--- config.mk ---
export PLATFORM = sky130hd
export DESIGN_NAME = length_prefixed_frame_decoder
export DESIGN_NICKNAME = d
export VERILOG_FILES = /design/src/rtl/lpfd_pkg.sv /design/src/rtl/length_prefixed_frame_decoder.sv
export SDC_FILE = /design/constraint.sdc
export NUM_CORES = 1
export LEC_CHECK = 0
export ABC_AREA = 1
export ABC_CLOCK_PERIOD_IN_PS = 3700
export BUFFER_PORTS_ARGS = -buffer_cell sky130_fd_sc_hd__buf_2
export CAP_MARGIN = 0
export CORE_ASPECT_RATIO = 1.4
export CORE_UTILIZATION = 64
export CTS_BUF_LIST = sky130_fd_sc_hd__clkbuf_8
export CTS_CLUSTER_SIZE = 25
export DETAILED_ROUTE_END_ITERATION = 8
export PLACE_DENSITY = 0.91
export REMOVE_ABC_BUFFERS = 1
export SLEW_MARGIN = 30
export SYNTH_ARGS = -nofsm -noshare
export SYNTH_HDL_FRONTEND = slang
export SYNTH_SLANG_ARGS = --single-unit
--- constraint.sdc ---
create_clock -name clk -period 3.7 [get_ports clk]
set_input_delay 0 -clock clk [delete_from_list [all_inputs] [get_ports clk]]
set_output_delay 0 -clock clk [all_outputs]
set_load 0.03 [all_outputs]
--- src/rtl/lpfd_pkg.sv ---
package lpfd_pkg;

	typedef enum logic [2:0] {
		PH_SHORT   = 3'd0,
		PH_LONG    = 3'd1,
		PH_FLAGS   = 3'd2,
		PH_BODY    = 3'd3,
		PH_DISCARD = 3'd4
	} phase_t;

	typedef enum logic [1:0] {
		KIND_BODY     = 2'd0,
		KIND_EMPTY    = 2'd1,
		KIND_OVERSIZE = 2'd2,
		KIND_ZERO     = 2'd3
	} kind_t;

	localparam logic [7:0]  ESCAPE_BYTE     = 8'hff;
	localparam logic [2:0]  LONG_LAST_COUNT = 3'd7;
	localparam logic [31:0] MAX_BODY_RESET  = 32'd65536;

endpackage

--- src/rtl/length_prefixed_frame_decoder.sv ---
// channel  | handshake            | payload
// ---------+----------------------+----------------------------------------------
// in       | in_valid / in_ready  | data_byte[7:0]
// out      | out_valid / out_ready| kind[1:0] payload_byte[7:0] frame_flags[7:0]
//          |                      | last_byte
// cfg      | cfg_valid / cfg_ready| max_body_length[31:0]
//
// One word per cycle while out_ready holds; accepted words pass the input register, then the result register.
// The input register feeds the decode logic and the result register directly;
// the 64-bit length compare and remaining-count decrement set the path length.
// A stalled output holds the result register and, once the input register is full,
// drops in_ready. Reset clears the frame state and loads max_body_length = 65536.
module length_prefixed_frame_decoder (
	input  logic        clk,
	input  logic        arst_n,
	input  logic        in_valid,
	output logic        in_ready,
	input  logic [7:0]  data_byte,
	output logic        out_valid,
	input  logic        out_ready,
	output logic [1:0]  kind,
	output logic [7:0]  payload_byte,
	output logic [7:0]  frame_flags,
	output logic        last_byte,
	input  logic        cfg_valid,
	output logic        cfg_ready,
	input  logic [31:0] max_body_length
);
	import lpfd_pkg::*;

	// input stage
	logic        valid_s1;
	logic [7:0]  data_s1;
	// result stage
	logic        valid_s2;
	logic [1:0]  kind_s2;
	logic [7:0]  payload_s2;
	logic [7:0]  flags_s2;
	logic        last_s2;

	// frame state
	phase_t      phase_q, phase_n;
	logic [2:0]  lcnt_q, lcnt_n;
	logic [63:0] acc_q, acc_n;
	logic [63:0] rem_q, rem_n;
	logic [7:0]  flags_q, flags_n;
	logic [32:0] max_p1_q;   // max_body_length + 1

	logic        advance;
	logic        emit;
	logic [1:0]  emit_kind;
	logic [7:0]  emit_payload;
	logic [7:0]  emit_flags;
	logic        emit_last;

	logic [63:0] len_w;
	logic [63:0] len_m1;
	logic        len_zero;
	logic        len_over;
	logic        rem_le1;
	logic [63:0] rem_dec;

	assign advance   = valid_s1 && (!valid_s2 || out_ready);
	assign in_ready  = !valid_s1 || advance;
	assign cfg_ready = 1'b1;

	// completed length: the short byte, or the long length with its final byte
	assign len_w    = (phase_q == PH_LONG) ? {acc_q[55:0], data_s1} : {56'd0, data_s1};
	assign len_m1   = len_w - 64'd1;
	assign len_zero = (len_w == 64'd0);
	// body > max  <=>  len > max + 1
	assign len_over = (|len_w[63:33]) || (len_w[32:0] > max_p1_q);
	assign rem_le1  = (rem_q[63:1] == 63'd0);
	assign rem_dec  = (rem_q != 64'd0) ? (rem_q - 64'd1) : rem_q;

	always_comb begin
		logic len_done;
		len_done     = 1'b0;
		phase_n      = phase_q;
		lcnt_n       = lcnt_q;
		acc_n        = acc_q;
		rem_n        = rem_q;
		flags_n      = flags_q;
		emit         = 1'b0;
		emit_kind    = KIND_BODY;
		emit_payload = 8'd0;
		emit_flags   = 8'd0;
		emit_last    = 1'b0;
		case (phase_q)
			PH_LONG: begin
				acc_n  = len_w;
				lcnt_n = lcnt_q + 3'd1;
				if (lcnt_q == LONG_LAST_COUNT) begin
					len_done = 1'b1;
				end
			end
			PH_FLAGS: begin
				flags_n = data_s1;
				if (rem_q == 64'd0) begin
					phase_n    = PH_SHORT;
					emit       = 1'b1;
					emit_kind  = KIND_EMPTY;
					emit_flags = data_s1;
					emit_last  = 1'b1;
				end else begin
					phase_n = PH_BODY;
				end
			end
			PH_BODY: begin
				rem_n = rem_dec;
				if (rem_le1) begin
					phase_n = PH_SHORT;
				end
				emit         = 1'b1;
				emit_kind    = KIND_BODY;
				emit_payload = data_s1;
				emit_flags   = flags_q;
				emit_last    = rem_le1;
			end
			PH_DISCARD: begin
				rem_n = rem_dec;
				if (rem_le1) begin
					phase_n = PH_SHORT;
				end
			end
			default: begin
				if (data_s1 == ESCAPE_BYTE) begin
					phase_n = PH_LONG;
					lcnt_n  = 3'd0;
					acc_n   = 64'd0;
				end else begin
					len_done = 1'b1;
				end
			end
		endcase
		if (len_done) begin
			if (len_zero) begin
				phase_n   = PH_SHORT;
				rem_n     = 64'd0;
				emit      = 1'b1;
				emit_kind = KIND_ZERO;
			end else if (len_over) begin
				// flags byte plus body are dropped: len words in all
				phase_n   = PH_DISCARD;
				rem_n     = len_w;
				emit      = 1'b1;
				emit_kind = KIND_OVERSIZE;
			end else begin
				phase_n = PH_FLAGS;
				rem_n   = len_m1;
			end
		end
	end

	always_ff @(posedge clk or negedge arst_n) begin
		if (!arst_n) begin
			phase_q  <= PH_SHORT;
			lcnt_q   <= 3'd0;
			acc_q    <= 64'd0;
			rem_q    <= 64'd0;
			flags_q  <= 8'd0;
			max_p1_q <= {1'b0, MAX_BODY_RESET} + 33'd1;
			valid_s1 <= 1'b0;
			valid_s2 <= 1'b0;
		end else begin
			if (cfg_valid) begin
				max_p1_q <= {1'b0, max_body_length} + 33'd1;
			end
			if (in_ready) begin
				valid_s1 <= in_valid;
			end
			if (advance) begin
				phase_q <= phase_n;
				lcnt_q  <= lcnt_n;
				acc_q   <= acc_n;
				rem_q   <= rem_n;
				flags_q <= flags_n;
			end
			if (advance) begin
				valid_s2 <= emit;
			end else if (out_ready) begin
				valid_s2 <= 1'b0;
			end
		end
	end

	always_ff @(posedge clk) begin
		if (in_ready && in_valid) begin
			data_s1 <= data_byte;
		end
		if (advance && emit) begin
			kind_s2    <= emit_kind;
			payload_s2 <= emit_payload;
			flags_s2   <= emit_flags;
			last_s2    <= emit_last;
		end
	end

	assign out_valid    = valid_s2;
	assign kind         = kind_s2;
	assign payload_byte = payload_s2;
	assign frame_flags  = flags_s2;
	assign last_byte    = last_s2;

endmodule

==> impl_results.md <==
* Remaining Overflow, GRT at 0
* CP arrival at 3.87 ns
* Clock latency on the worst-skew pair at 0.50 ns
* Post-place instance area at 13940 um2
* Worst-path clk slew at 0.11 ns
* DRT Pass-1 Iters at 6
* Post-route cell area at 14900 um2
* Pins Over Slew Limit at 0
* Crit path max fanout at 27
* Count of final hold-check violations at 0
* Worst slack, placed at 0.2629 ns
* GPL Wtd Cong at 0.9479
* Min cycle time layout at 3.600 ns
* Yosys cell types at 52
* Vias in the first global route at 13570
* Hold crit path type: in2reg
* Initial antenna violation count at 2
* Drt via density at 6.191
* Die Width at 123.6 um
* Peak VDD IR at 0.0004494 V
* Post-synth ARST share at 0.8622
* Layout area overhead at 12.52%
* LEAKAGE at 0.007196 uW
* Top-count cell post-synth: nand2_1
* Global-route wire length before repair at 67770 um
* Final setup vio count at 0
* Final worst-path cycle share at 0.9729
* Routed WL at 42460 um
* Synth top area share at 0.3155
* CP Class: reg2reg
* Max stage delay on crit path at 0.47 ns
* Die footprint at 21280 um2
* Cell Chain, Critical Path: nor3_4 > buf_12 > nand2_1 > inv_1 > ha_1 > nand2_1 > inv_1 > nand3_1 > nor2_1 > nand4_1 > nor3_1 > nand3_1 > nand2_4 > nand2_4 > o21ai_1 > nand2_1 > nand2_1 > clkinvlp_4 > buf_12
* Most used DFF post-synth: dfrtp_1
* Reg-to-Reg Start: phase_q[1]$_DFFE_PN0P_
* PD cells at 610.4 nW/um2
* Final Util at 0.7424
* Fmax at 277.8 MHz
* Syn_area_per_cell at 7.210 um2
* Top delay family on crit path: simple AND/OR/NAND/NOR gates
* H-tree depth at 4
* I/O pin cnt at 67
* Run status: complete, no violations
* Most frequent CP cell: nand2_1
* Slew HR at 0.4344
* Min-delay src: cfg_valid
* DRC viols at 0
* Routed vias at 13780
* Max-cap violations at 0
* Fin Hold WS at 0.05602 ns
* Clk sink count at 196
* Skew final at 0.01699 ns
* IO Port Bufs at 65
* Total GRT Usage at 0.4211
* WP data required at 3.97 ns
* Slew @ Worst Pin at 0.8484 ns
* Initial Util at 0.6598
* # rows at 61
* CTS tree: built
* Violation count after the first detailed-route iteration at 1891
* Bufs and invs on worst path at 5
* Fillers at 1435
* Placed Cells incl. Taps at 2136
* Antenna viol nets, final at 0
* Core Area at 20070 um2
* Register area share after synthesis at 0.3807
* Most frequent cells after synthesis: 467 x nand2_1, 220 x nor2_1, 211 x inv_1
* CTS Root Cell: clkbuf_8
* Final nets at 2040
* Yosys reg bits at 196
* Syn Std Cell Area at 13240 um2
* Cts bufs inserted at 17
* CP Launch Type: flop
* Post-synth EDFFs at 27
* Setup WS post-layout at 0.1004 ns
* WL/cell at 19.08 um
* Share of cells above drive strength 1 at 0.1100
* Synth area leaders: dfrtp_1 32%, nand2_1 13%, nor2_1 6.2%
* Number of diodes at 0
* Cells after Synth at 1837
* Pin count of the biggest net entering global routing at 100
* Top cell type by total area after synthesis: dfrtp_1
* CP endpoint kind: flop
* Fin cells at 2225
* CTS Buffer Depth at 2
* Die Ht at 172.2 um
* Critical path's slowest cell: dfrtp_1
* HPWL after DPL at 28500 um
* CP startpoint: phase_q[1]$_DFFE_PN0P_
* Synth warn at 0
registers in the layout, summed over array words and instances, names as in the netlist:
| signal | flops |
|---|---|
| valid_s1 | 1 |
| kind | 2 |
| max_p1_q | 33 |
| lcnt_q | 3 |
| last_byte | 1 |
| payload_byte | 8 |
| phase_q | 3 |
| out_valid | 1 |
| frame_flags | 8 |
| rem_q | 64 |
| acc_q | 56 |
| flags_q | 8 |
| data_s1 | 8 |
where the power goes:
group / switching, uW / total [uW] / internal [uW]
sequential: 542 / 3340 / 2790
clock: 845 / 1400 / 556
combinational: 2880 / 4360 / 1480
total: 4270 / 9100 / 4830
area by class of cell:
type / count / area [um2] / share of cell area
flip-flops and latches: 196 / 5042 / 0.3384
inverters: 218 / 822.0 / 0.05516
well taps: 252 / 315.3 / 0.02116
clock buffers: 18 / 247.7 / 0.01662
repair buffers: 173 / 1348 / 0.09043
multi-input cells: 1354 / 6998 / 0.4696
clock inverters: 14 / 128.9 / 0.008648
path summary, 6_finish.rpt:
kind / to / slack, ns / depth (start not counted)
setup / recovery: frame_flags[3]$_DFFE_PP_ / 0.10 / 19
hold / removal: max_p1_q[29]$_DFFE_PN0P_ / 0.06 / 3
setup reg to reg: frame_flags[3]$_DFFE_PP_ / 0.10 / 19
hold reg to reg: acc_q[19]$_DFFE_PN0P_ / 0.50 / 2
max in group asynchronous: max_p1_q[16]$_DFFE_PN1P_ / 2.64 / 3
min in group asynchronous: rem_q[48]$_DFFE_PN0P_ / 0.12 / 2
cell families after synthesis:
family                   synth area share
AO/OA/AOI/OAI                      0.1371
AND/OR/NAND/NOR                    0.3148
adder cells (fa/ha/maj)           0.03307
buffers and inverters             0.09107
flip-flops                         0.3807
XOR/XNOR                          0.04299
other                           0.0002831
worst min-delay path: cells and delay by family:
kind	cells	cell delay (ns)
AO/OA/AOI/OAI	1	0.18
buffers and inverters	2	0.33
cells in the final DEF (no fill, tap or decap), types with 5 or more instances in the layout:
cell and n:
nor3_1 28, a2bb2oi_2 6, xnor2_1 8, edfxtp_1 27, clkbuf_8 19, ha_1 35
a32o_1 8, nand2_2 8, nand2_4 6, clkinvlp_4 7, a22oi_1 13, nor2_1 220
buf_4 47, nand3_1 135, inv_2 5, buf_2 64, buf_12 5, o21ai_0 136
nor2_2 9, nand2_1 466, or2_2 8, a21oi_1 75, inv_1 210, dfrtp_1 167
o22ai_1 5, dlygate4sd3_1 56, xor2_1 57, nand3b_1 6, nand4_1 39, a21boi_1 30
nor4_1 12
layer usage:
metal  GRT usage  part of all wire  vias to the layer above
met4      0.3321             0.087                        2
met5           0           0.00031                        -
met2      0.6935              0.47                      849
met3      0.1187             0.091                      309
li1            -                 -                     6241
met1      0.4500              0.35                     6374
metrics by stage:
step                power (uW)  TNS (ns)
global placement          7235         0
finish                    9096         0
CTS                       8855         0
detailed placement        7423         0
floorplan                 6091    -72.49
global route              9626   -0.5082
what timing repair did:
item	CTS	global route
endpoints found under the setup margin	0	19
hold buffers	56	0
endpoints found under the hold margin	139	0
resized for setup	0	1
setup buffers	0	1
(Power assumes the default switching activity.)
